--- src/sv/suset_pkg.sv ---
// Shared constants and types for the sorted unique set block.
package suset_pkg;

    localparam int CAPACITY = 32;
    localparam int ADDR_W   = $clog2(CAPACITY);
    localparam int CNT_W    = 6;
    localparam int DATA_W   = 32;
    localparam int STATUS_W = 3;

    // Element count at which an insert of a new value is refused.
    localparam logic [CNT_W-1:0] CAP_COUNT = CNT_W'(CAPACITY);

    typedef enum logic [STATUS_W-1:0] {
        ST_INSERTED  = 3'd0,
        ST_DELETED   = 3'd1,
        ST_DUPLICATE = 3'd2,
        ST_NOT_FOUND = 3'd3,
        ST_FULL      = 3'd4
    } t_status;

    typedef enum logic {
        OP_INSERT = 1'b0,
        OP_DELETE = 1'b1
    } t_op;

endpackage

--- src/sv/sorted_unique_set.sv ---
// Top level of the sorted unique set: sequencer, compare unit and element store.
//
// Holds up to CAPACITY distinct signed 32-bit values in ascending order in a
// store with one write port and a registered read port. An item (operation,
// value) is taken on a rising edge with start high and busy low; busy then
// stays high until the whole listing has been issued. Each item goes through
// up to four phases, and only the search uses the one signed compare:
//   search  : first element not below value (the position is count when
//             every element is below),
//   decide  : picks the status,
//   shift   : a new insert moves the tail up, a delete that finds its value
//             moves it down; other items skip this phase,
//   listing : one result per element of the new set.
// Search and shift split the set at the position; no new item is taken while
// busy is high.
// Each result stays on the o_ ports for one cycle with o_strobe high; the
// receiver cannot stall. Every result of an item carries the same status and
// the new count, the final one has o_last set, and an empty set gives one
// result with o_element_valid low. Reset empties the set and returns to idle.
module sorted_unique_set (
    input  logic                                   i_clk,
    input  logic                                   i_rst_n,
    input  logic                                   start,
    output logic                                   busy,
    input  logic                                   i_operation,
    input  logic signed [suset_pkg::DATA_W-1:0]    i_value,
    output logic                                   o_strobe,
    output logic        [suset_pkg::STATUS_W-1:0]  o_status,
    output logic        [suset_pkg::CNT_W-1:0]     o_set_count,
    output logic signed [suset_pkg::DATA_W-1:0]    o_element_value,
    output logic                                   o_element_valid,
    output logic                                   o_last
);
    import suset_pkg::*;

    typedef enum logic [5:0] {
        S_IDLE   = 6'b000001,
        S_SEARCH = 6'b000010,
        S_DECIDE = 6'b000100,
        S_SHUP   = 6'b001000,
        S_SHDN   = 6'b010000,
        S_LIST   = 6'b100000
    } t_state;

    t_state                     r_state, n_state;
    t_op                        r_op, n_op;
    logic signed [DATA_W-1:0]   r_value, n_value;
    logic [CNT_W-1:0]           r_count, n_count;
    logic [CNT_W-1:0]           r_pos, n_pos;
    logic                       r_present, n_present;
    t_status                    r_status, n_status;
    logic [CNT_W-1:0]           r_ridx, n_ridx;
    logic [CNT_W-1:0]           r_cidx, n_cidx;
    logic                       r_rv, n_rv;
    logic signed [DATA_W-1:0]   r_rdata;

    logic                       r_o_stb, n_o_stb;
    t_status                    r_o_status, n_o_status;
    logic [CNT_W-1:0]           r_o_count, n_o_count;
    logic signed [DATA_W-1:0]   r_o_value, n_o_value;
    logic                       r_o_valid, n_o_valid;
    logic                       r_o_last, n_o_last;

    logic [DATA_W-1:0]          r_mem [CAPACITY];
    logic                       mem_we;
    logic [ADDR_W-1:0]          mem_waddr;
    logic [ADDR_W-1:0]          mem_raddr;
    logic [DATA_W-1:0]          mem_wdata;

    logic [CNT_W-1:0]           cidx_inc, cidx_dec, ridx_inc, ridx_dec;
    logic                       data_below, data_equal;

    assign cidx_inc   = r_cidx + 1'b1;
    assign cidx_dec   = r_cidx - 1'b1;
    assign ridx_inc   = r_ridx + 1'b1;
    assign ridx_dec   = r_ridx - 1'b1;

    // The compare unit, used by the search: store data against the item's value.
    assign data_below = r_rdata < r_value;
    assign data_equal = r_rdata == r_value;

    // Element store: one write and one registered read per cycle.
    always_ff @(posedge i_clk) begin
        if (mem_we) begin
            r_mem[mem_waddr] <= mem_wdata;
        end
        r_rdata <= $signed(r_mem[mem_raddr]);
    end

    // Sequencer: search, decide, shift and listing over the element store.
    always_comb begin
        n_state    = r_state;
        n_op       = r_op;
        n_value    = r_value;
        n_count    = r_count;
        n_pos      = r_pos;
        n_present  = r_present;
        n_status   = r_status;
        n_ridx     = r_ridx;
        n_cidx     = r_cidx;
        n_rv       = 1'b0;
        n_o_stb    = 1'b0;
        n_o_status = r_o_status;
        n_o_count  = r_o_count;
        n_o_value  = r_o_value;
        n_o_valid  = r_o_valid;
        n_o_last   = r_o_last;
        mem_we     = 1'b0;
        mem_waddr  = r_pos[ADDR_W-1:0];
        mem_wdata  = r_value;
        mem_raddr  = r_ridx[ADDR_W-1:0];

        case (r_state)
            S_IDLE: begin
                if (start) begin
                    n_op    = t_op'(i_operation);
                    n_value = i_value;
                    n_ridx  = '0;
                    n_state = S_SEARCH;
                end
            end

            S_SEARCH: begin
                // Read ahead one entry per cycle while entries remain.
                if (r_ridx < r_count) begin
                    n_rv   = 1'b1;
                    n_cidx = r_ridx;
                    n_ridx = ridx_inc;
                end
                // Stop at the first element not below the value.
                if (r_rv && !data_below) begin
                    n_pos     = r_cidx;
                    n_present = data_equal;
                    n_rv      = 1'b0;
                    n_state   = S_DECIDE;
                end else if (!r_rv && r_ridx >= r_count) begin
                    n_pos     = r_count;
                    n_present = 1'b0;
                    n_state   = S_DECIDE;
                end
            end

            S_DECIDE: begin
                n_ridx = '0;
                n_state = S_LIST;
                if (r_op == OP_INSERT) begin
                    if (r_present) begin
                        n_status = ST_DUPLICATE;
                    end else if (r_count >= CAP_COUNT) begin
                        n_status = ST_FULL;
                    end else begin
                        n_status = ST_INSERTED;
                        n_ridx   = r_count;
                        n_state  = S_SHUP;
                    end
                end else begin
                    if (r_present) begin
                        n_status = ST_DELETED;
                        n_ridx   = r_pos + 1'b1;
                        n_state  = S_SHDN;
                    end else begin
                        n_status = ST_NOT_FOUND;
                    end
                end
            end

            S_SHUP: begin
                // Move entries from the top down to the insert position up one place.
                if (r_rv) begin
                    mem_we    = 1'b1;
                    mem_waddr = cidx_inc[ADDR_W-1:0];
                    mem_wdata = r_rdata;
                end
                if (r_ridx > r_pos) begin
                    mem_raddr = ridx_dec[ADDR_W-1:0];
                    n_rv      = 1'b1;
                    n_cidx    = ridx_dec;
                    n_ridx    = ridx_dec;
                end else if (!r_rv) begin
                    mem_we    = 1'b1;
                    mem_waddr = r_pos[ADDR_W-1:0];
                    mem_wdata = r_value;
                    n_count   = r_count + 1'b1;
                    n_ridx    = '0;
                    n_state   = S_LIST;
                end
            end

            S_SHDN: begin
                // Move entries above the deleted one down one place.
                if (r_rv) begin
                    mem_we    = 1'b1;
                    mem_waddr = cidx_dec[ADDR_W-1:0];
                    mem_wdata = r_rdata;
                end
                if (r_ridx < r_count) begin
                    n_rv   = 1'b1;
                    n_cidx = r_ridx;
                    n_ridx = ridx_inc;
                end else if (!r_rv) begin
                    n_count = r_count - 1'b1;
                    n_ridx  = '0;
                    n_state = S_LIST;
                end
            end

            S_LIST: begin
                n_o_status = r_status;
                n_o_count  = r_count;
                if (r_count == '0) begin
                    // Empty set: one result that carries no element.
                    n_o_stb   = 1'b1;
                    n_o_value = '0;
                    n_o_valid = 1'b0;
                    n_o_last  = 1'b1;
                    n_state   = S_IDLE;
                end else begin
                    if (r_ridx < r_count) begin
                        n_rv   = 1'b1;
                        n_cidx = r_ridx;
                        n_ridx = ridx_inc;
                    end
                    if (r_rv) begin
                        n_o_stb   = 1'b1;
                        n_o_value = r_rdata;
                        n_o_valid = 1'b1;
                        n_o_last  = (cidx_inc == r_count);
                        if (cidx_inc == r_count) begin
                            n_rv    = 1'b0;
                            n_state = S_IDLE;
                        end
                    end
                end
            end

            default: begin
                n_state = S_IDLE;
            end
        endcase
    end

    // Control registers take reset; payload registers do not.
    always_ff @(posedge i_clk) begin
        if (!i_rst_n) begin
            r_state <= S_IDLE;
            r_count <= '0;
            r_rv    <= 1'b0;
            r_o_stb <= 1'b0;
        end else begin
            r_state <= n_state;
            r_count <= n_count;
            r_rv    <= n_rv;
            r_o_stb <= n_o_stb;
        end
    end

    always_ff @(posedge i_clk) begin
        r_op       <= n_op;
        r_value    <= n_value;
        r_pos      <= n_pos;
        r_present  <= n_present;
        r_status   <= n_status;
        r_ridx     <= n_ridx;
        r_cidx     <= n_cidx;
        r_o_status <= n_o_status;
        r_o_count  <= n_o_count;
        r_o_value  <= n_o_value;
        r_o_valid  <= n_o_valid;
        r_o_last   <= n_o_last;
    end

    // Outputs come straight from registers.
    assign busy            = (r_state != S_IDLE);
    assign o_strobe        = r_o_stb;
    assign o_status        = r_o_status;
    assign o_set_count     = r_o_count;
    assign o_element_value = r_o_value;
    assign o_element_valid = r_o_valid;
    assign o_last          = r_o_last;

endmodule

--- config.mk ---
export PLATFORM = sky130hd
export DESIGN_NAME = sorted_unique_set
export DESIGN_NICKNAME = d
export VERILOG_FILES = /design/src/sv/suset_pkg.sv /design/src/sv/sorted_unique_set.sv
export SDC_FILE = /design/constraint.sdc
export NUM_CORES = 1
export LEC_CHECK = 0
export BUFFER_PORTS_ARGS = -buffer_cell sky130_fd_sc_hd__buf_2
export CELL_PAD_IN_SITES_DETAIL_PLACEMENT = 2
export CELL_PAD_IN_SITES_GLOBAL_PLACEMENT = 2
export CORE_MARGIN = 1.5
export CORE_UTILIZATION = 50
export CTS_CLUSTER_DIAMETER = 80
export DETAILED_ROUTE_END_ITERATION = 10
export GPL_ROUTABILITY_DRIVEN = 0
export PLACE_DENSITY_LB_ADDON = 0.1
export SYNTH_ARGS = -nofsm -noshare
export SYNTH_HDL_FRONTEND = slang
export SYNTH_SLANG_ARGS = --single-unit
--- constraint.sdc ---
create_clock -name i_clk -period 12.3 [get_ports i_clk]
set_clock_uncertainty 0.15 [all_clocks]
set_input_delay 1.23 -clock i_clk [delete_from_list [all_inputs] [get_ports i_clk]]
set_output_delay 1.23 -clock i_clk [all_outputs]
set_load 0.05 [all_outputs]
### Word level (Yosys, flattened, before mapping)

Memory sizes are Yosys's and may differ from the RTL's. A register that Yosys moved wholly into a read port is not among the register bits.
Cells that the tools add are included.

| word-level totals | value |
|---|---|
| memories kept | 1 |
| bits in registers | 112 |
| input port bits | 36 |
| output and inout bits | 45 |
| bits in writable memories | 1024 |

Memories:

| name | words | width | rd ports | clocked after memory_dff | write ports | RTL line | source |
|---|---|---|---|---|---|---|---|
| r_mem | 32 | 32 | 1 | 1 | 1 | sorted_unique_set.sv:64 | `logic [DATA_W-1:0] r_mem [CAPACITY];` |

| operators by class | value |
|---|---|
| multiplexer cells | 70 |
| $add $sub $neg | 7 |
| reductions and logical operators | 19 |
| equality and inequality tests | 19 |
| order comparisons | 5 |

Operators by type and width:

| cell | count |
|---|---|
| 2-to-1 mux 6 bit | 32 |
| 2-to-1 mux 32 bit | 4 |
| one-hot mux 6 bit (6 select lines) | 2 |
| one-hot mux 32 bit (2 select lines) | 1 |
| equality test 32 bit | 1 |
| < comparator 32 bit | 1 |
| 2-to-1 mux 5 bit | 6 |
| adder 6 x 1 -> 6 bit (second input constant) | 4 |
| one-hot mux 6 bit (3 select lines) | 1 |
| 2-to-1 mux 1 bit | 16 |
| inequality test 2 bit (second input constant) | 7 |
| one-hot mux 6 bit (2 select lines) | 1 |
| subtractor 6 x 1 -> 6 bit (second input constant) | 2 |
| one-hot mux 5 bit (2 select lines) | 1 |
| 2-to-1 mux 3 bit | 3 |
| inequality test 3 bit (second input constant) | 3 |
| AND reduction 2 bit | 4 |
| equality test 6 x 1 -> 1 bit (second input constant) | 1 |
| equality test 6 x 2 -> 1 bit (second input constant) | 1 |
| equality test 6 x 3 -> 1 bit (second input constant) | 1 |
| equality test 6 x 4 -> 1 bit (second input constant) | 1 |
| equality test 6 x 5 -> 1 bit (second input constant) | 1 |
| equality test 6 bit | 1 |
| equality test 6 bit (second input constant) | 1 |
| 19 further kinds | 24 |

### Logic depth before layout (Yosys ltp)

| depth | value |
|---|---|
| depth in word-level cells | 6 |
| gate-level depth with buffers | 15 |
| depth with buffers taken out | 11 |

### Least setup slack after synthesis

OpenSTA, ideal clock, no wires.

| timing path | value |
|---|---|
| kind | register -> register |
| start | reg r_state[2] |
| end | reg r_o_valid (netlist: o_element_valid), enable pin |
| clock period less this slack | 4.368 ns |
| setup slack | 7.932 ns |
| setup time | 0.438 ns |
| data arrival time | 3.781 ns |
| stages on the path, launching flop included | 6 |
| cell sequence | dfxtp_1 clkbuf_1 or4_1 nor3b_1 inv_1 a21oi_1 |

| on the way | value |
|---|---|
| longest elaborated chain between the ends | 2 |

RTL lines:

| item | RTL line | source |
|---|---|---|
| start, declared | sorted_unique_set.sv:45 | `t_state r_state, n_state;` |
| start signal, assigned | sorted_unique_set.sv:250 | `r_state <= n_state;` |
| equality test 6 bit | sorted_unique_set.sv:113 | `case (r_state)` |
| AND reduction 2 bit (no line) | n/a |  |
| end signal, assigned | sorted_unique_set.sv:268 | `r_o_valid <= n_o_valid;` |
| end, declared | sorted_unique_set.sv:61 | `logic r_o_valid, n_o_valid;` |

No other way between the ends.
A chain may end at the register's enable or synchronous reset.

### Worst setup path in the final report

| timing path | value |
|---|---|
| start | reg r_ridx[2] |
| end | reg r_rdata[29] (read register of r_mem) |

| on the way | value |
|---|---|
| longest elaborated chain between the ends | 3 |

RTL lines:

| item | RTL line | source |
|---|---|---|
| start, declared | sorted_unique_set.sv:52 | `logic [CNT_W-1:0] r_ridx, n_ridx;` |
| start signal, assigned | sorted_unique_set.sv:263 | `r_ridx <= n_ridx;` |
| subtractor 6 x 1 -> 6 bit or greater-than comparator 6 bit (tied branches) | sorted_unique_set.sv:76, sorted_unique_set.sv:174 |  |
| 2-to-1 mux 5 bit | sorted_unique_set.sv:174 | `if (r_ridx > r_pos) begin` |
| 2-to-1 mux 5 bit * | sorted_unique_set.sv:113 |  |
| end, declared | sorted_unique_set.sv:55 | `logic signed [DATA_W-1:0] r_rdata;` |

Mark *: on every way between the ends. The rest lies on a longest branch, timed or not.

==> run_results.csv <==
group,metric,value,unit
power_and_ir_drop,leakage,18.12,nW
grt,grt_pass1_wl,263600,um
power_and_ir_drop,p_sw,4.433,mW
place,dp_hpwl,97910,um
detailed_routing,wl_met2,91790,um
detailed_routing,drt_wl_total,189300,um
yosys,syn_nets,3265,
power_and_ir_drop,power_density,228.6,nW/um^2
cts,insertion_delay,750,ps
power_and_ir_drop,pwr-share-seq,40.2,%
job,cap_violations,0,
yosys,ys_types,68,
grt,grt_max_degree,138,
yosys,synth_edf_count,1122,
worst_setup_path,worst-path-buf-inv,3,
yosys,async_reset_ff_share,0,%
finish,utilization,56.78,%
power_and_ir_drop,clkPwrFrac,31.3,%
floorplan,fp.dieW,309.8,um
worst_setup_path,start_kind,"register",
worst_hold_path,worstHoldPathCells,0,
worst_setup_path,cp_top_family,"buffers and inverters",
sta,hold_viol_final,0,
yosys,synth_flop_cell,"edfxtp_1",
yosys,synth.avg_cell_area,14.83,um^2
power_and_ir_drop,design_power_total,12.12,mW
worst_setup_path,path_max_fanout,72,
cts,clk_path_buf_depth,3,
worst_hold_path,hp-class,"register to register",
yosys,synthTopCellsByArea,"edfxtp_1 72%, mux2i_1 5.0%, nand2_1 4.9%",
place,io_buffers,80,
cts,holdBufCountCts,0,
detailed_routing,wl_met1,69480,um
power_and_ir_drop,intPower,7.683,mW
sta,layout_min_cycle_time,7058,ps
cts,cts_made_buffers,121,
detailed_routing,drtAntennaViolNets,0,
cts,clkTransAtPathRegs,70,ps
sta,tns,0,ps
place,place_inst,4387,
worst_setup_path,cp_cell_sequence,"ha_1 -> nand4_1 -> o21bai_1 -> a311oi_4 -> xnor2_2 -> buf_4 -> buf_4 -> buf_4 -> nand2_1 -> a32oi_1 -> a21boi_0 -> nor4_1",
detailed_routing,dr.pass1.iters,5,
power_and_ir_drop,swShare,36.59,%
place,dpl_cell_area,49020,um^2
cts,htreeDepth,3,
detailed_routing,vias_per_cell,6.876,
yosys,yosysTopAreaCell,"edfxtp_1",
worst_setup_path,slowest_delay,1000,ps
worst_setup_path,cpMostUsedCell,"buf_4",
yosys,synth_seq_cells,1168,
worst_setup_path,cp_data_required_time,12710,ps
detailed_routing,top_layer_used,"met5",
yosys,yosysMostFrequentCell,"edfxtp_1",
sta,max_freq,141.7,MHz
finish,finish.instance_area,52990,um^2
sta,finalSetupViolations,0,
yosys,synth_area,47050,um^2
yosys,yosys.area.top_type_share,71.61,%
sta,setup_slack,5243,ps
finish,fin_cells,4620,
sta,worst_slew_pin_slew,1269,ps
sta,hold_ws,273.8,ps
grt,grt_pass1_vias,34113,
worst_setup_path,reg2reg_depth,12,
worst_setup_path,worstPathArrival,7460,ps
worst_setup_path,path_depth,12,
sta,slew_headroom,15.24,%
worst_setup_path,crit_path_end_kind,"register",
yosys,ys_warn_count,0,
detailed_routing,first_iter_violations,3954,
cts,cts_root_buffer,"clkbuf_16",
sta,slew_viol_final,0,
grt,grtUsageTotal,39.49,%
worst_setup_path,cp_slowest_cell,"a311oi_4",
yosys,ys_top_cells_by_count,"1,122 x edfxtp_1, 617 x nand2_1, 236 x mux2i_1, 158 x a32oi_1, 141 x nand3_1",
finish,final_layout_size_suffix_gt1_share,12.43,%
finish,area_delta_synth_final,12.63,%
cts,post_cts_buffers,0,
floorplan,initial_core_util,50.42,%
detailed_routing,via_count,31765,
floorplan,core_area,93330,um^2
detailed_routing,wl_per_cell,40.97,um
finish,finalNetCount,3348,
cts,cts_sinks,1168,
floorplan,io_pins,81,
floorplan,rows,112,
cts,cts_tree,"yes",
worst_setup_path,criticalPathCategory,"register to register",
power_and_ir_drop,power_frac_comb,28.5,%
place,preCtsSetupSlack,5913,ps
grt,antenna_found_initial,16,
floorplan,dieArea,95950,um^2
sta,rsz0062_at_grt,"no",
cts,post_cts_resized,0,
sta,min_period_over_period,57.38,%
floorplan,die-height,309.8,um
power_and_ir_drop,vdd_drop_max,0.0001829,V
detailed_routing,dr_wl_met3,17540,um
grt,grt-ovfl-total,0,
detailed_routing,drc,0,
yosys,ys_seq_area_share,73.56,%
yosys,syn_inst,3173,
status,status,"finished, final reports clean",
## registers in the layout (all words and copies together), names as in the netlist
| signal | flops |
|---|---|
| r_rdata | 32 |
| r_count | 6 |
| r_op | 1 |
| r_pos | 6 |
| r_ridx | 6 |
| o_strobe | 1 |
| r_status | 3 |
| o_set_count | 6 |
| r_rv | 1 |
| r_state | 6 |
| r_cidx | 6 |
| r_present | 1 |
| o_last | 1 |
| r_value | 32 |
| o_element_value | 32 |
| o_element_valid | 1 |
| r_mem | 1024 |
| o_status | 3 |
## power by group through the flow
stage          clock [mW]  sequential, mW  combinational, mW
5_1_grt              3.93            4.86               3.56
3_5_place_dp            0            4.92               3.21
2_1_floorplan           0            4.73               2.07
6_report             3.79            4.87               3.46
3_3_place_gp            0            4.90               2.92
4_1_cts              3.81            4.84               3.38
## cell families (layout without fill, tap and decap cells)
| family | after synthesis | count (layout) | share of synthesized area [%] |
|---|---|---|---|
| flip-flops | 1168 | 1168 | 73.56 |
| AND/OR/NAND/NOR | 957 | 957 | 8.799 |
| other | 0 | 4 | 0 |
| AO/OA/AOI/OAI | 437 | 437 | 7.113 |
| adder cells (fa/ha/maj) | 56 | 56 | 1.505 |
| XOR/XNOR | 36 | 36 | 0.6701 |
| buffers and inverters | 244 | 433 | 2.324 |
| multiplexers | 275 | 275 | 6.026 |
## path summary, 6_finish.rpt
| check | slack, ps | start | to |
|---|---|---|---|
| max reg2reg | 5240 | r_ridx[2]$_DFFE_PP_ | r_rdata[29]$_DFF_P_ |
| min | 270 | r_status[1]$_DFFE_PP_ | o_status[1]$_DFFE_PP_ |
| max | 5240 | r_ridx[2]$_DFFE_PP_ | r_rdata[29]$_DFF_P_ |
| min reg2reg | 270 | r_status[1]$_DFFE_PP_ | o_status[1]$_DFFE_PP_ |
## placed cells by master (no fill, tap or decap), types with 6 or more instances in the layout
master	Yosys	routed
edfxtp_1	1122	1122
nand2_1	617	615
mux2i_1	236	235
a32oi_1	158	158
nand3_1	141	141
clkbuf_16	0	122
buf_2	34	80
inv_1	63	63
buf_4	14	60
ha_1	55	55
dfxtp_1	46	46
and2_1	42	41
nor2_4	0	36
mux2_2	35	35
a31oi_1	35	35
o22ai_1	36	34
a21boi_1	33	33
a21boi_0	32	32
nor2_1	64	31
a311oi_1	31	31
nor4_1	31	31
clkbuf_1	110	31
o21ai_0	30	29
a21oi_1	26	25
xnor2_1	25	23
clkbuf_8	0	21
clkinv_1	0	21
clkinv_2	0	18
a21o_1	15	15
nand4_1	11	11
and3_1	10	10
xor2_1	11	10
nor3_1	9	9
bufinv_16	0	8
nor2b_1	7	7
a22oi_1	6	6
## routing by layer
layer	track usage, %	up-vias
li1	-	12296
met1	49.11	16747
met2	65.41	2075
met3	8.757	629
met4	19.49	18
met5	0	-
## cell type report
type,count,area [um^2]
fillers,8133,40330
multi-input cells,1761,11740
clock buffers,174,3458
diodes,4,10.01
inverters,63,236.5
well taps,1254,1569
repair buffers,141,870.8
clock inverters,55,498.0
flip-flops and latches,1168,34610
Note: power is estimated with default switching activity, not from simulation.
